[src/hw/rtl/float_to_decimal_text_macros.svh]
// Assertion helpers used by the float_to_decimal_text RTL.
`ifndef FLOAT_TO_DECIMAL_TEXT_MACROS_SVH
`define FLOAT_TO_DECIMAL_TEXT_MACROS_SVH

// Antecedent implies consequent in the same cycle.
`define FTDT_ASSERT_IMP(lbl, clk, rstn, ante, cons, msg) \
  lbl: assert property (@(posedge clk) disable iff (!rstn) (ante) |-> (cons)) else $error(msg);

// Antecedent implies consequent in the following cycle.
`define FTDT_ASSERT_NXT(lbl, clk, rstn, ante, cons, msg) \
  lbl: assert property (@(posedge clk) disable iff (!rstn) (ante) |=> (cons)) else $error(msg);

`endif

[src/hw/rtl/ftdt_pkg.sv]
// ----------------------------------------------------------------------------
// ftdt_pkg
// Types, constants and helpers for the float to decimal text block.
// ----------------------------------------------------------------------------
`default_nettype none

package ftdt_pkg;

  localparam int unsigned MaxFractionDigits = 9;
  localparam int unsigned NumDigits         = 10;

  localparam logic [6:0] CharZero  = 7'h30;
  localparam logic [6:0] CharPoint = 7'h2e;
  localparam logic [6:0] CharMinus = 7'h2d;

  typedef struct packed {
    logic [31:0] value_bits;
    logic [3:0]  fraction_digits;
  } in_t;

  typedef struct packed {
    logic [6:0] character;
    logic       last;
    logic       overflow;
  } out_t;

  typedef enum logic [2:0] {
    StIdle,
    StMul,
    StNorm,
    StRound,
    StScale,
    StBcd,
    StEmit,
    StOvf
  } state_e;

  // 5^p, p in 0..9; 10^p = 5^p * 2^p
  function automatic logic [20:0] pow5(input logic [3:0] p);
    logic [20:0] r;
    unique case (p)
      4'd0:    r = 21'd1;
      4'd1:    r = 21'd5;
      4'd2:    r = 21'd25;
      4'd3:    r = 21'd125;
      4'd4:    r = 21'd625;
      4'd5:    r = 21'd3125;
      4'd6:    r = 21'd15625;
      4'd7:    r = 21'd78125;
      4'd8:    r = 21'd390625;
      default: r = 21'd1953125;
    endcase
    return r;
  endfunction

endpackage

`default_nettype wire

[src/hw/rtl/ftdt_bcd.sv]
// ----------------------------------------------------------------------------
// ftdt_bcd
// Bit-serial binary to BCD converter (shift and add-3); a start restarts any conversion in progress.
// ----------------------------------------------------------------------------
`default_nettype none

module ftdt_bcd (
  input  wire logic        clk_i,
  input  wire logic        rst_ni,
  input  wire logic        start_i,
  input  wire logic [31:0] bin_i,
  output logic             done_o,
  output logic [39:0]      digits_o
);

  logic [31:0] shreg_q, shreg_d;
  logic [39:0] bcd_q, bcd_d;
  logic [39:0] adj;
  logic [4:0]  cnt_q, cnt_d;
  logic        busy_q, busy_d;
  logic        done_q, done_d;

  always_comb begin
    for (int i = 0; i < ftdt_pkg::NumDigits; i++) begin
      adj[i*4 +: 4] = (bcd_q[i*4 +: 4] >= 4'd5) ? bcd_q[i*4 +: 4] + 4'd3 : bcd_q[i*4 +: 4];
    end
  end

  always_comb begin
    shreg_d = shreg_q;
    bcd_d   = bcd_q;
    cnt_d   = cnt_q;
    busy_d  = busy_q;
    done_d  = 1'b0;
    if (start_i) begin
      shreg_d = bin_i;
      bcd_d   = '0;
      cnt_d   = '0;
      busy_d  = 1'b1;
    end else if (busy_q) begin
      bcd_d   = {adj[38:0], shreg_q[31]};
      shreg_d = {shreg_q[30:0], 1'b0};
      cnt_d   = cnt_q + 5'd1;
      if (cnt_q == 5'd31) begin
        busy_d = 1'b0;
        done_d = 1'b1;
      end
    end
  end

  always_ff @(posedge clk_i or negedge rst_ni) begin
    if (!rst_ni) begin
      cnt_q  <= '0;
      busy_q <= 1'b0;
      done_q <= 1'b0;
    end else begin
      cnt_q  <= cnt_d;
      busy_q <= busy_d;
      done_q <= done_d;
    end
  end

  always_ff @(posedge clk_i) begin
    shreg_q <= shreg_d;
    bcd_q   <= bcd_d;
  end

  assign done_o   = done_q;
  assign digits_o = bcd_q;

endmodule

`default_nettype wire

[src/hw/rtl/float_to_decimal_text.sv]
// Converts a single-precision value and a digit count P (saturated at 9) into
// fixed-point decimal ASCII text, one character per output item, with last on
// the final one. One value is handled at a time. The stages are: a 24x21
// multiply, a one-bit-per-cycle rounding normalize (up to 21 shifts), a
// one-bit-per-cycle scaling shift (up to 25 shifts) and a shift-and-add-3
// BCD conversion. After that comes one character per cycle (up to 12) while
// the output is not stalled. The next item is taken in the cycle after the
// last character is loaded. NaN, infinity and scaled magnitudes at or above
// 2^32 give one overflow item, sooner.
// ----------------------------------------------------------------------------
// float_to_decimal_text
// Float to fixed-point decimal text converter, top level.
// ----------------------------------------------------------------------------
`default_nettype none

module float_to_decimal_text (
  input  wire logic             clk_i,
  input  wire logic             rst_ni,
  input  wire logic             in_valid_i,
  output logic                  in_ready_o,
  input  wire ftdt_pkg::in_t    in_data_i,
  output logic                  out_valid_o,
  input  wire logic             out_ready_i,
  output ftdt_pkg::out_t        out_data_o
);

  `include "float_to_decimal_text_macros.svh"

  ftdt_pkg::state_e state_q, state_d;

  logic [3:0]        p_q, p_d;
  logic              neg_q, neg_d;
  logic [23:0]       mant_q, mant_d;
  logic [44:0]       m_q, m_d;
  logic signed [9:0] e_q, e_d;
  logic              rnd_q, rnd_d, stk_q, stk_d;
  logic [3:0]        pos_q, pos_d;
  logic              dot_q, dot_d, negp_q, negp_d;
  logic              out_valid_q, out_valid_d;
  ftdt_pkg::out_t    out_q, out_d;

  logic [20:0] pow5_w;
  logic [44:0] prod;
  logic        bcd_start, bcd_done;
  logic [39:0] digits;
  logic [3:0]  top, p_sat;
  logic [7:0]  expv;
  logic        load_ok;

  assign pow5_w = ftdt_pkg::pow5(p_q);
  assign prod   = mant_q * pow5_w;

  ftdt_bcd u_bcd (
    .clk_i    (clk_i),
    .rst_ni   (rst_ni),
    .start_i  (bcd_start),
    .bin_i    (m_q[31:0]),
    .done_o   (bcd_done),
    .digits_o (digits)
  );

  always_comb begin
    top = '0;
    for (int i = 1; i < ftdt_pkg::NumDigits; i++) begin
      if (digits[i*4 +: 4] != 4'd0) top = 4'(i);
    end
  end

  assign expv    = in_data_i.value_bits[30:23];
  assign p_sat   = (in_data_i.fraction_digits > 4'(ftdt_pkg::MaxFractionDigits)) ?
                   4'(ftdt_pkg::MaxFractionDigits) : in_data_i.fraction_digits;
  assign load_ok = !out_valid_q || out_ready_i;

  always_comb begin
    state_d     = state_q;
    p_d         = p_q;
    neg_d       = neg_q;
    mant_d      = mant_q;
    m_d         = m_q;
    e_d         = e_q;
    rnd_d       = rnd_q;
    stk_d       = stk_q;
    pos_d       = pos_q;
    dot_d       = dot_q;
    negp_d      = negp_q;
    out_valid_d = out_valid_q && !out_ready_i;
    out_d       = out_q;
    bcd_start   = 1'b0;
    in_ready_o  = 1'b0;
    unique case (state_q)
      ftdt_pkg::StIdle: begin
        in_ready_o = 1'b1;
        if (in_valid_i) begin
          p_d    = p_sat;
          neg_d  = in_data_i.value_bits[31] && (in_data_i.value_bits[30:0] != 31'd0);
          mant_d = {(expv != 8'd0), in_data_i.value_bits[22:0]};
          e_d    = 10'((expv != 8'd0) ? expv : 8'd1) - 10'sd150 + 10'(p_sat);
          state_d = (expv == 8'hff) ? ftdt_pkg::StOvf : ftdt_pkg::StMul;
        end
      end
      ftdt_pkg::StMul: begin
        m_d     = prod;
        rnd_d   = 1'b0;
        stk_d   = 1'b0;
        state_d = ftdt_pkg::StNorm;
      end
      ftdt_pkg::StNorm: begin
        // keep 24 significant bits, collecting guard and sticky
        if (m_q[44:24] != '0) begin
          stk_d = stk_q | rnd_q;
          rnd_d = m_q[0];
          m_d   = {1'b0, m_q[44:1]};
          e_d   = e_q + 10'sd1;
        end else begin
          state_d = ftdt_pkg::StRound;
        end
      end
      ftdt_pkg::StRound: begin
        if (rnd_q && (stk_q || m_q[0])) m_d = m_q + 45'd1;
        state_d = ftdt_pkg::StScale;
      end
      ftdt_pkg::StScale: begin
        if (m_q == '0 || e_q == 10'sd0) begin
          bcd_start = 1'b1;
          state_d   = ftdt_pkg::StBcd;
        end else if (e_q > 10'sd0) begin
          if (m_q[44:31] != '0) begin
            state_d = ftdt_pkg::StOvf;
          end else begin
            m_d = {m_q[43:0], 1'b0};
            e_d = e_q - 10'sd1;
          end
        end else begin
          m_d = {1'b0, m_q[44:1]};
          e_d = e_q + 10'sd1;
        end
      end
      ftdt_pkg::StBcd: begin
        if (bcd_done) begin
          pos_d   = (top > p_q) ? top : p_q;
          negp_d  = neg_q;
          dot_d   = 1'b0;
          state_d = ftdt_pkg::StEmit;
        end
      end
      ftdt_pkg::StEmit: begin
        if (load_ok) begin
          out_valid_d = 1'b1;
          priority if (negp_q) begin
            out_d  = '{character: ftdt_pkg::CharMinus, last: 1'b0, overflow: 1'b0};
            negp_d = 1'b0;
          end else if (p_q != 4'd0 && pos_q == p_q - 4'd1 && !dot_q) begin
            out_d = '{character: ftdt_pkg::CharPoint, last: 1'b0, overflow: 1'b0};
            dot_d = 1'b1;
          end else begin
            out_d = '{character: ftdt_pkg::CharZero + 7'(digits[pos_q*4 +: 4]),
                      last: (pos_q == 4'd0), overflow: 1'b0};
            if (pos_q == 4'd0) state_d = ftdt_pkg::StIdle;
            else pos_d = pos_q - 4'd1;
          end
        end
      end
      ftdt_pkg::StOvf: begin
        if (load_ok) begin
          out_valid_d = 1'b1;
          out_d       = '{character: 7'd0, last: 1'b1, overflow: 1'b1};
          state_d     = ftdt_pkg::StIdle;
        end
      end
      default: state_d = ftdt_pkg::StIdle;
    endcase
  end

  always_ff @(posedge clk_i or negedge rst_ni) begin
    if (!rst_ni) begin
      state_q     <= ftdt_pkg::StIdle;
      out_valid_q <= 1'b0;
    end else begin
      state_q     <= state_d;
      out_valid_q <= out_valid_d;
    end
  end

  always_ff @(posedge clk_i) begin
    p_q    <= p_d;
    neg_q  <= neg_d;
    mant_q <= mant_d;
    m_q    <= m_d;
    e_q    <= e_d;
    rnd_q  <= rnd_d;
    stk_q  <= stk_d;
    pos_q  <= pos_d;
    dot_q  <= dot_d;
    negp_q <= negp_d;
    out_q  <= out_d;
  end

  assign out_valid_o = out_valid_q;
  assign out_data_o  = out_q;

  `FTDT_ASSERT_IMP(a_ovf_form, clk_i, rst_ni, out_valid_o && out_data_o.overflow, out_data_o.last && out_data_o.character == 7'd0, "overflow item malformed")
  `FTDT_ASSERT_IMP(a_bcd_done_state, clk_i, rst_ni, bcd_done, state_q == ftdt_pkg::StBcd, "bcd done outside conversion")
  `FTDT_ASSERT_NXT(a_round_width, clk_i, rst_ni, state_q == ftdt_pkg::StRound, m_q[44:25] == '0, "rounded significand too wide")

endmodule

`default_nettype wire
[config.mk]
export PLATFORM = sky130hd
export DESIGN_NAME = float_to_decimal_text
export DESIGN_NICKNAME = d
export VERILOG_FILES = /design/src/hw/rtl/ftdt_pkg.sv /design/src/hw/rtl/ftdt_bcd.sv /design/src/hw/rtl/float_to_decimal_text.sv
export VERILOG_INCLUDE_DIRS = /design/src /design/src/hw/rtl
export SDC_FILE = /design/constraint.sdc
export NUM_CORES = 2
export LEC_CHECK = 0
export BUFFER_PORTS_ARGS = -buffer_cell sky130_fd_sc_hd__buf_2
export CORE_AREA = 2 2 216 218
export CTS_CLUSTER_SIZE = 24
export DETAILED_ROUTE_END_ITERATION = 16
export DIE_AREA = 0 0 218 220
export HOLD_SLACK_MARGIN = 0.1
export PLACE_DENSITY = 0.76
export SYNTH_ARGS = -nofsm -noshare
export SYNTH_HDL_FRONTEND = slang
export SYNTH_SLANG_ARGS = --single-unit
[constraint.sdc]
create_clock -name clk_i -period 15.3 [get_ports clk_i]
set_input_delay 3.06 -clock clk_i [delete_from_list [all_inputs] [get_ports clk_i]]
set_output_delay 3.06 -clock clk_i [all_outputs]
set_load 0.02 [all_outputs]
# Word level (Yosys, flattened, before mapping)
# Memory sizes are Yosys's and may differ from the RTL's. A register that Yosys moved wholly into a read port is not among the register bits.
# Cells that the tools add are included.
# classes
add_sub_neg	19
n_mux	86
shifts	1
n_eq_ne	26
mul	1
n_bitwise	1
n_lt_le_gt_ge	13
n_reduce_logical	45
# ops
cell	count
2-to-1 mux 45 bit	5
case mux 45 bit (4 select lines)	1
2-to-1 mux 4 bit	24
2-to-1 mux 32 bit	2
2-to-1 mux 10 bit	5
adder 45 x 1 -> 45 bit (second input constant)	1
zero test 45 bit	1
multiplier 24 x 21 -> 45 bit	1
nonzero test 4 bit	11
greater-or-equal comparator 4 x 3 -> 1 bit (second input constant)	10
variable part select 40 x 7 -> 4 bit	1
2-to-1 mux 3 bit	13
adder 4 x 2 -> 4 bit (second input constant)	9
2-to-1 mux 9 bit	4
nonzero test 31 bit	1
case mux 10 bit (3 select lines)	1
inequality test 2 bit (second input constant)	12
case mux 3 bit (8 select lines)	1
nonzero test 21 bit	1
2-to-1 mux 1 bit	20
case mux 9 bit (2 select lines)	1
AND reduction 5 bit	3
nonzero test 14 bit	1
equality test 3 bit (second input constant)	4
38 further kinds	59
# totals
regBits	184
mem_bits_ro	288
elab_cells	213
out_inout_bits	11
in_bits	40
mem_count	1
# memory_table
memory	words	word_bits	rd	rd_ports_with_merged_regs	write_ports	line_no	rtl
(name not given)	16	18	1	1	0	ftdt_pkg.sv:41	unique case (p)

# Logic depth before layout (Yosys ltp)
# logic_depth
word_depth	14
mapped_depth	26
depth_no_buf	24

# Cells and area by module
# Synthesis repeated with hierarchy kept, for this count alone.
# unflattened
cells_unflattened	2884
hier_area_um2	27094.7
# by_module_without_submodules
mod	area_per_inst_um2	cells_each	n_inst
float_to_decimal_text	22972.0	2488	1
ftdt_bcd	4122.7	396	1

# Least setup slack after synthesis
# No wires, ideal clock.
# synth_path
path_kind	flip-flop to flip-flop
startpoint	register, netlist name pow5_w[18]
endpoint	register m_q[40] (data pin)
t_arrival_ns	6.568
path_stages_with_launch	24
synth_period_minus_slack_ns	6.731
path_slack_ns	8.569
path_buffers	3
setup_time_ns	0.163
cell_sequence	dfxtp_1 clkbuf_1 clkbuf_1 nand2_1 inv_1 fa_1 fa_1 fa_1 fa_1 fa_1 fa_1 inv_1 fa_1 inv_1 ha_1 clkbuf_1 a21o_1 a22oi_1 a31oi_1 or3_1 o22a_1 a31oi_2 mux2_2 o221ai_1
# synth_between
elab_chain_cells	2
# synth_lines
item	line_no	rtl
multiplier 24 x 21 -> 45 bit	float_to_decimal_text.sv:51	assign prod = mant_q * pow5_w;
case mux 45 bit (4 select lines)	float_to_decimal_text.sv:90	unique case (state_q)
named net m_d[40]	float_to_decimal_text.sv:34	logic [44:0] m_q, m_d;
end signal, assigned	float_to_decimal_text.sv:188	m_q <= m_d;
end, declared	float_to_decimal_text.sv:34	
# The timed path passes the listed nets, and every way through them passes these cells.
# A chain may end at the register's enable or synchronous reset.

# Worst setup path in the final report
# layout_path
startpoint	register, netlist name pow5_w[13]
endpoint	register m_q[41] (data pin)
# layout_between
elab_chain_cells	2
# layout_lines
item	line_no
multiplier 24 x 21 -> 45 bit	float_to_decimal_text.sv:51
case mux 45 bit (4 select lines)	float_to_decimal_text.sv:90
named net m_d[41]	float_to_decimal_text.sv:34
# The timed path passes the listed nets, and every way through them passes these cells.

==> report_table.html <==
<table>
<tr><th>Metric</th><th>Value</th></tr>
<tr><th colspan="2">Route</th></tr>
<tr><td>Ratio of routed vias to standard cells</td><td>5.90</td></tr>
<tr><td>DRT Pass-1 Iters</td><td>6</td></tr>
<tr><td>Number of nets with antenna violations after routing</td><td>0</td></tr>
<tr><td>Final routed wirelength across all metal layers</td><td>64.3 mm</td></tr>
<tr><td>Detailed Route Iter0 Violations</td><td>1549</td></tr>
<tr><td>Detailed-route wire length per cell</td><td>18.7 um</td></tr>
<tr><td>Vias after detailed routing</td><td>20326</td></tr>
<tr><td>Post-route DRC</td><td>0</td></tr>
<tr><th colspan="2">STA</th></tr>
<tr><td>Actual slew at the worst max-slew pin</td><td>1.31 ns</td></tr>
<tr><td>Final critical delay including setup and external delays</td><td>7.53 ns</td></tr>
<tr><td>RSZ-0062 raised after global routing</td><td>no</td></tr>
<tr><td>Min setup slack post-route</td><td>7.77 ns</td></tr>
<tr><td>Final number of hold-violating endpoints</td><td>0</td></tr>
<tr><td>Relative slew slack</td><td>12.9%</td></tr>
<tr><td>Achievable clock frequency</td><td>0.133 GHz</td></tr>
<tr><td>Final period util</td><td>49.2%</td></tr>
<tr><td>Final clock skew</td><td>0.0164 ns</td></tr>
<tr><td># setup viols final</td><td>0</td></tr>
<tr><td>Max Slew Vio Count</td><td>0</td></tr>
<tr><td>Worst hold margin</td><td>0.509 ns</td></tr>
<tr><td>Summed negative setup slack over all endpoints</td><td>0 ns</td></tr>
<tr><th colspan="2">CTS</th></tr>
<tr><td>Clock latency at the later pin of the worst-skew pair</td><td>0.47 ns</td></tr>
<tr><td>CTS buffer count</td><td>17</td></tr>
<tr><td>Master cell of the clock root buffer</td><td>sky130_fd_sc_hd__clkbuf_16</td></tr>
<tr><td>Buffers inserted by post-CTS timing repair</td><td>0</td></tr>
<tr><td>Number of resized instances in the post-cts repair step</td><td>0</td></tr>
<tr><td>Clock-pin transition on the worst setup and hold timing paths</td><td>0.07 ns</td></tr>
<tr><td>Maximum level of the CTS H-tree</td><td>4</td></tr>
<tr><td>Clock tree from TritonCTS</td><td>done</td></tr>
<tr><td>Max Root-Sink Buffers</td><td>2</td></tr>
<tr><td>TritonCTS Sinks</td><td>197</td></tr>
<tr><td>Cts-stage hold buffer count</td><td>0</td></tr>
<tr><th colspan="2">Die</th></tr>
<tr><td>Overall die area</td><td>48000 um^2</td></tr>
<tr><td>Initial core utilization</td><td>59.1%</td></tr>
<tr><td>Number of placed I/O pins</td><td>51</td></tr>
<tr><td>Die width</td><td>218 um</td></tr>
<tr><td>Core Rows</td><td>79</td></tr>
<tr><td>Floorplan die height</td><td>220 um</td></tr>
<tr><td>Core area</td><td>45900 um^2</td></tr>
<tr><th colspan="2">Critical path</th></tr>
<tr><td>Data required time of the worst path</td><td>15.51 ns</td></tr>
<tr><td>CP Capture Point</td><td>m_q[41]</td></tr>
<tr><td>Crit path launch type</td><td>register</td></tr>
<tr><td>Arrival time worst endpoint</td><td>7.74 ns</td></tr>
<tr><td>Kind of end point of the critical path</td><td>register</td></tr>
<tr><td>Worst Setup SP</td><td>pow5_w[13]</td></tr>
<tr><td>R2R setup slack</td><td>7.77 ns</td></tr>
<tr><td>Reg-to-Reg Start</td><td>pow5_w[13]</td></tr>
<tr><td>Worst reg2reg endpoint</td><td>m_q[41]</td></tr>
<tr><td>Class of the most critical setup path</td><td>register to register</td></tr>
<tr><td>Cells on worst reg2reg path</td><td>23</td></tr>
<tr><td>Max FO, Critical Path</td><td>24</td></tr>
<tr><th colspan="2">Cells and area</th></tr>
<tr><td>Diode count</td><td>0</td></tr>
<tr><td>Area growth from synthesis to final layout</td><td>4.17%</td></tr>
<tr><td>Core utilization of the finished layout</td><td>61.5%</td></tr>
<tr><td>Count of nets after finishing</td><td>3473</td></tr>
<tr><td>Final-layout fill cell count</td><td>3868</td></tr>
<tr><td>Fraction of final layout cells with drive strength greater than 1</td><td>5.95%</td></tr>
<tr><th colspan="2">Min path</th></tr>
<tr><td>Worst Hold Class</td><td>register to register</td></tr>
<tr><th colspan="2">Synthesis</th></tr>
<tr><td>Proportion of register bits with asynchronous set or reset after synthesis</td><td>5.58%</td></tr>
<tr><td>Sequential element share of the synthesized area</td><td>19.6%</td></tr>
<tr><td>Post-synth EDFFs</td><td>132</td></tr>
<tr><td>Netlist Area Pre-Place</td><td>27100 um^2</td></tr>
<tr><td>Synth Net Count</td><td>3532</td></tr>
<tr><td>Seq cells post-synth</td><td>197</td></tr>
<tr><td>Cell variety after synth</td><td>84</td></tr>
<tr><td>Warnings from Yosys</td><td>0</td></tr>
<tr><td>Cells after Synth</td><td>2884</td></tr>
<tr><td>Most frequently used flop master after synthesis</td><td>sky130_fd_sc_hd__edfxtp_1</td></tr>
<tr><td>Avg Inst Size Synth</td><td>9.39 um^2</td></tr>
<tr><th colspan="2">Placed design</th></tr>
<tr><td>Routability cong.</td><td>0.898</td></tr>
<tr><td>Count of buffers from port buffering</td><td>49</td></tr>
<tr><td>Detailed placer's ending HPWL</td><td>50.3 mm</td></tr>
<tr><td>Pre-CTS worst setup slack</td><td>7.90 ns</td></tr>
<tr><th colspan="2">Job</th></tr>
<tr><td>Count of max-cap constraint violations</td><td>0</td></tr>
<tr><th colspan="2">GRT</th></tr>
<tr><td>Total routing resource utilization after global routing</td><td>28.1%</td></tr>
<tr><td>Antenna violations before repair</td><td>1</td></tr>
<tr><td>Number of global-route vias before repair</td><td>21448</td></tr>
<tr><td>Maximum number of pins on one net before global-route repair</td><td>64</td></tr>
<tr><td>Global-route congestion overflow total</td><td>0</td></tr>
<tr><td>First-pass GRT wire length</td><td>108 mm</td></tr>
<tr><th colspan="2">Outcome</th></tr>
<tr><td>Status</td><td>completed</td></tr>
</table>
synthesized netlist by cell type (54+ instances only):
cell type / number / area share (%)
sky130_fd_sc_hd__inv_1: 529 / 7.3
sky130_fd_sc_hd__fa_1: 362 / 27
sky130_fd_sc_hd__and2_1: 256 / 5.9
sky130_fd_sc_hd__ha_1: 246 / 11
sky130_fd_sc_hd__nand2_1: 207 / 2.9
sky130_fd_sc_hd__edfxtp_1: 132 / 15
sky130_fd_sc_hd__nor2_1: 131 / 1.8
sky130_fd_sc_hd__a21oi_1: 113 / 2.1
sky130_fd_sc_hd__clkbuf_1: 99 / 1.4
sky130_fd_sc_hd__o21ai_0: 99 / 1.8
sky130_fd_sc_hd__xnor2_1: 63 / 2.0
sky130_fd_sc_hd__dfxtp_1: 54 / 4.0
sky130_fd_sc_hd__xor2_1: 54 / 1.7
critical path: stages, from the launching register on:
cell                       delay (ns)
sky130_fd_sc_hd__dfxtp_1         1.03
sky130_fd_sc_hd__nand2_1         0.28
sky130_fd_sc_hd__xor2_1          0.22
sky130_fd_sc_hd__ha_1            0.20
sky130_fd_sc_hd__o21bai_1        0.17
sky130_fd_sc_hd__fa_1            0.54
sky130_fd_sc_hd__inv_1           0.05
sky130_fd_sc_hd__fa_1            0.55
sky130_fd_sc_hd__inv_1           0.05
sky130_fd_sc_hd__fa_1            0.49
sky130_fd_sc_hd__fa_1            0.42
sky130_fd_sc_hd__fa_1            0.51
sky130_fd_sc_hd__inv_1           0.05
sky130_fd_sc_hd__fa_1            0.49
sky130_fd_sc_hd__inv_1           0.05
sky130_fd_sc_hd__ha_1            0.42
sky130_fd_sc_hd__nand2_1         0.18
sky130_fd_sc_hd__nor3_1          0.28
sky130_fd_sc_hd__o31ai_1         0.10
sky130_fd_sc_hd__a21oi_1         0.42
sky130_fd_sc_hd__a21oi_2         0.16
sky130_fd_sc_hd__o221ai_1        0.26
sky130_fd_sc_hd__nor4b_1         0.09
sky130_fd_sc_hd__a211o_1         0.24
final cells by class:
type / count / area, um^2 / area share [%]
clock buffers: 19 / 443 / 1.57
repair buffers: 62 / 343 / 1.22
well taps: 607 / 759 / 2.69
inverters: 533 / 2000 / 7.09
flip-flops and latches: 197 / 5320 / 18.9
multi-input cells: 2014 / 19200 / 68.0
clock inverters: 13 / 168 / 0.594
flip-flops by register name (all words and copies together), names as in the netlist, 3 cells and up:
signal / cells
p_q: 4
m_q: 45
out_data_o: 8
mant_q: 24
u_bcd.shreg_q: 32
state_q: 3
pow5_w: 14
pos_q: 4
u_bcd.digits_o: 40
u_bcd.cnt_q: 5
e_q: 10
through the flow:
stage               std cells  instance area [um^2]
global placement         3413                 27600
detailed placement       3413                 27600
CTS                      3445                 28200
floorplan                2884                 27100
global route             3445                 28200
finish                   3445                 28200
worst min path at each step:
| stage | from | end | slack, ns | depth (start not counted) |
|---|---|---|---|---|
| after detailed placement | u_bcd.digits_o[39] | u_bcd.digits_o[39] | 0.50 | 2 |
| final | u_bcd.digits_o[39] | u_bcd.digits_o[39] | 0.51 | 2 |
| after global routing | u_bcd.digits_o[3] | u_bcd.digits_o[3] | 0.53 | 2 |
| after global placement | u_bcd.digits_o[39] | u_bcd.digits_o[39] | 0.48 | 2 |
| after floorplan | u_bcd.digits_o[39] | u_bcd.digits_o[39] | 0.46 | 2 |
| after CTS | u_bcd.digits_o[39] | u_bcd.digits_o[39] | 0.51 | 2 |
layer usage:
metal,up-vias,GRT usage (%),share of wire [%]
li1,9285,-,-
met1,10253,37.0,42
met2,637,47.8,49
met3,149,3.57,5.2
met4,2,10.3,3.4
met5,-,0,0.026
cell usage in the layout, fill, tap and decap left out, types with 14 or more instances in the layout:
cell type	count
sky130_fd_sc_hd__a21oi_1	113
sky130_fd_sc_hd__nor4_1	17
sky130_fd_sc_hd__nand4_1	21
sky130_fd_sc_hd__nand2_1	207
sky130_fd_sc_hd__mux2i_1	26
sky130_fd_sc_hd__a221oi_1	21
sky130_fd_sc_hd__nor2_1	130
sky130_fd_sc_hd__xor2_1	54
sky130_fd_sc_hd__buf_2	49
sky130_fd_sc_hd__edfxtp_1	132
sky130_fd_sc_hd__nand2b_1	17
sky130_fd_sc_hd__nor3_1	35
sky130_fd_sc_hd__and2_1	256
sky130_fd_sc_hd__fa_1	362
sky130_fd_sc_hd__a21o_1	39
sky130_fd_sc_hd__and3_1	21
sky130_fd_sc_hd__ha_1	246
sky130_fd_sc_hd__dfxtp_1	54
sky130_fd_sc_hd__a31oi_1	14
sky130_fd_sc_hd__mux2_2	37
sky130_fd_sc_hd__clkbuf_16	17
sky130_fd_sc_hd__a222oi_1	22
sky130_fd_sc_hd__o21ai_0	98
sky130_fd_sc_hd__xnor2_1	63
sky130_fd_sc_hd__nand3_1	46
sky130_fd_sc_hd__inv_1	529
cells by family (layout without fill, tap and decap cells):
logic type               Yosys count  in the layout  share of synthesized area (%)
AO/OA/AOI/OAI                    419            419                           10.3
XOR/XNOR                         117            117                           3.78
adder cells (fa/ha/maj)          609            609                           38.2
buffers and inverters            673            627                           9.59
flip-flops                       197            197                           19.6
multiplexers                      71             71                           3.16
other                              1              1                         0.0138
AND/OR/NAND/NOR                  797            797                           15.4
Power is not shown: default switching activity piles up to over one toggle a cycle in this logic, so the estimate is an artifact.
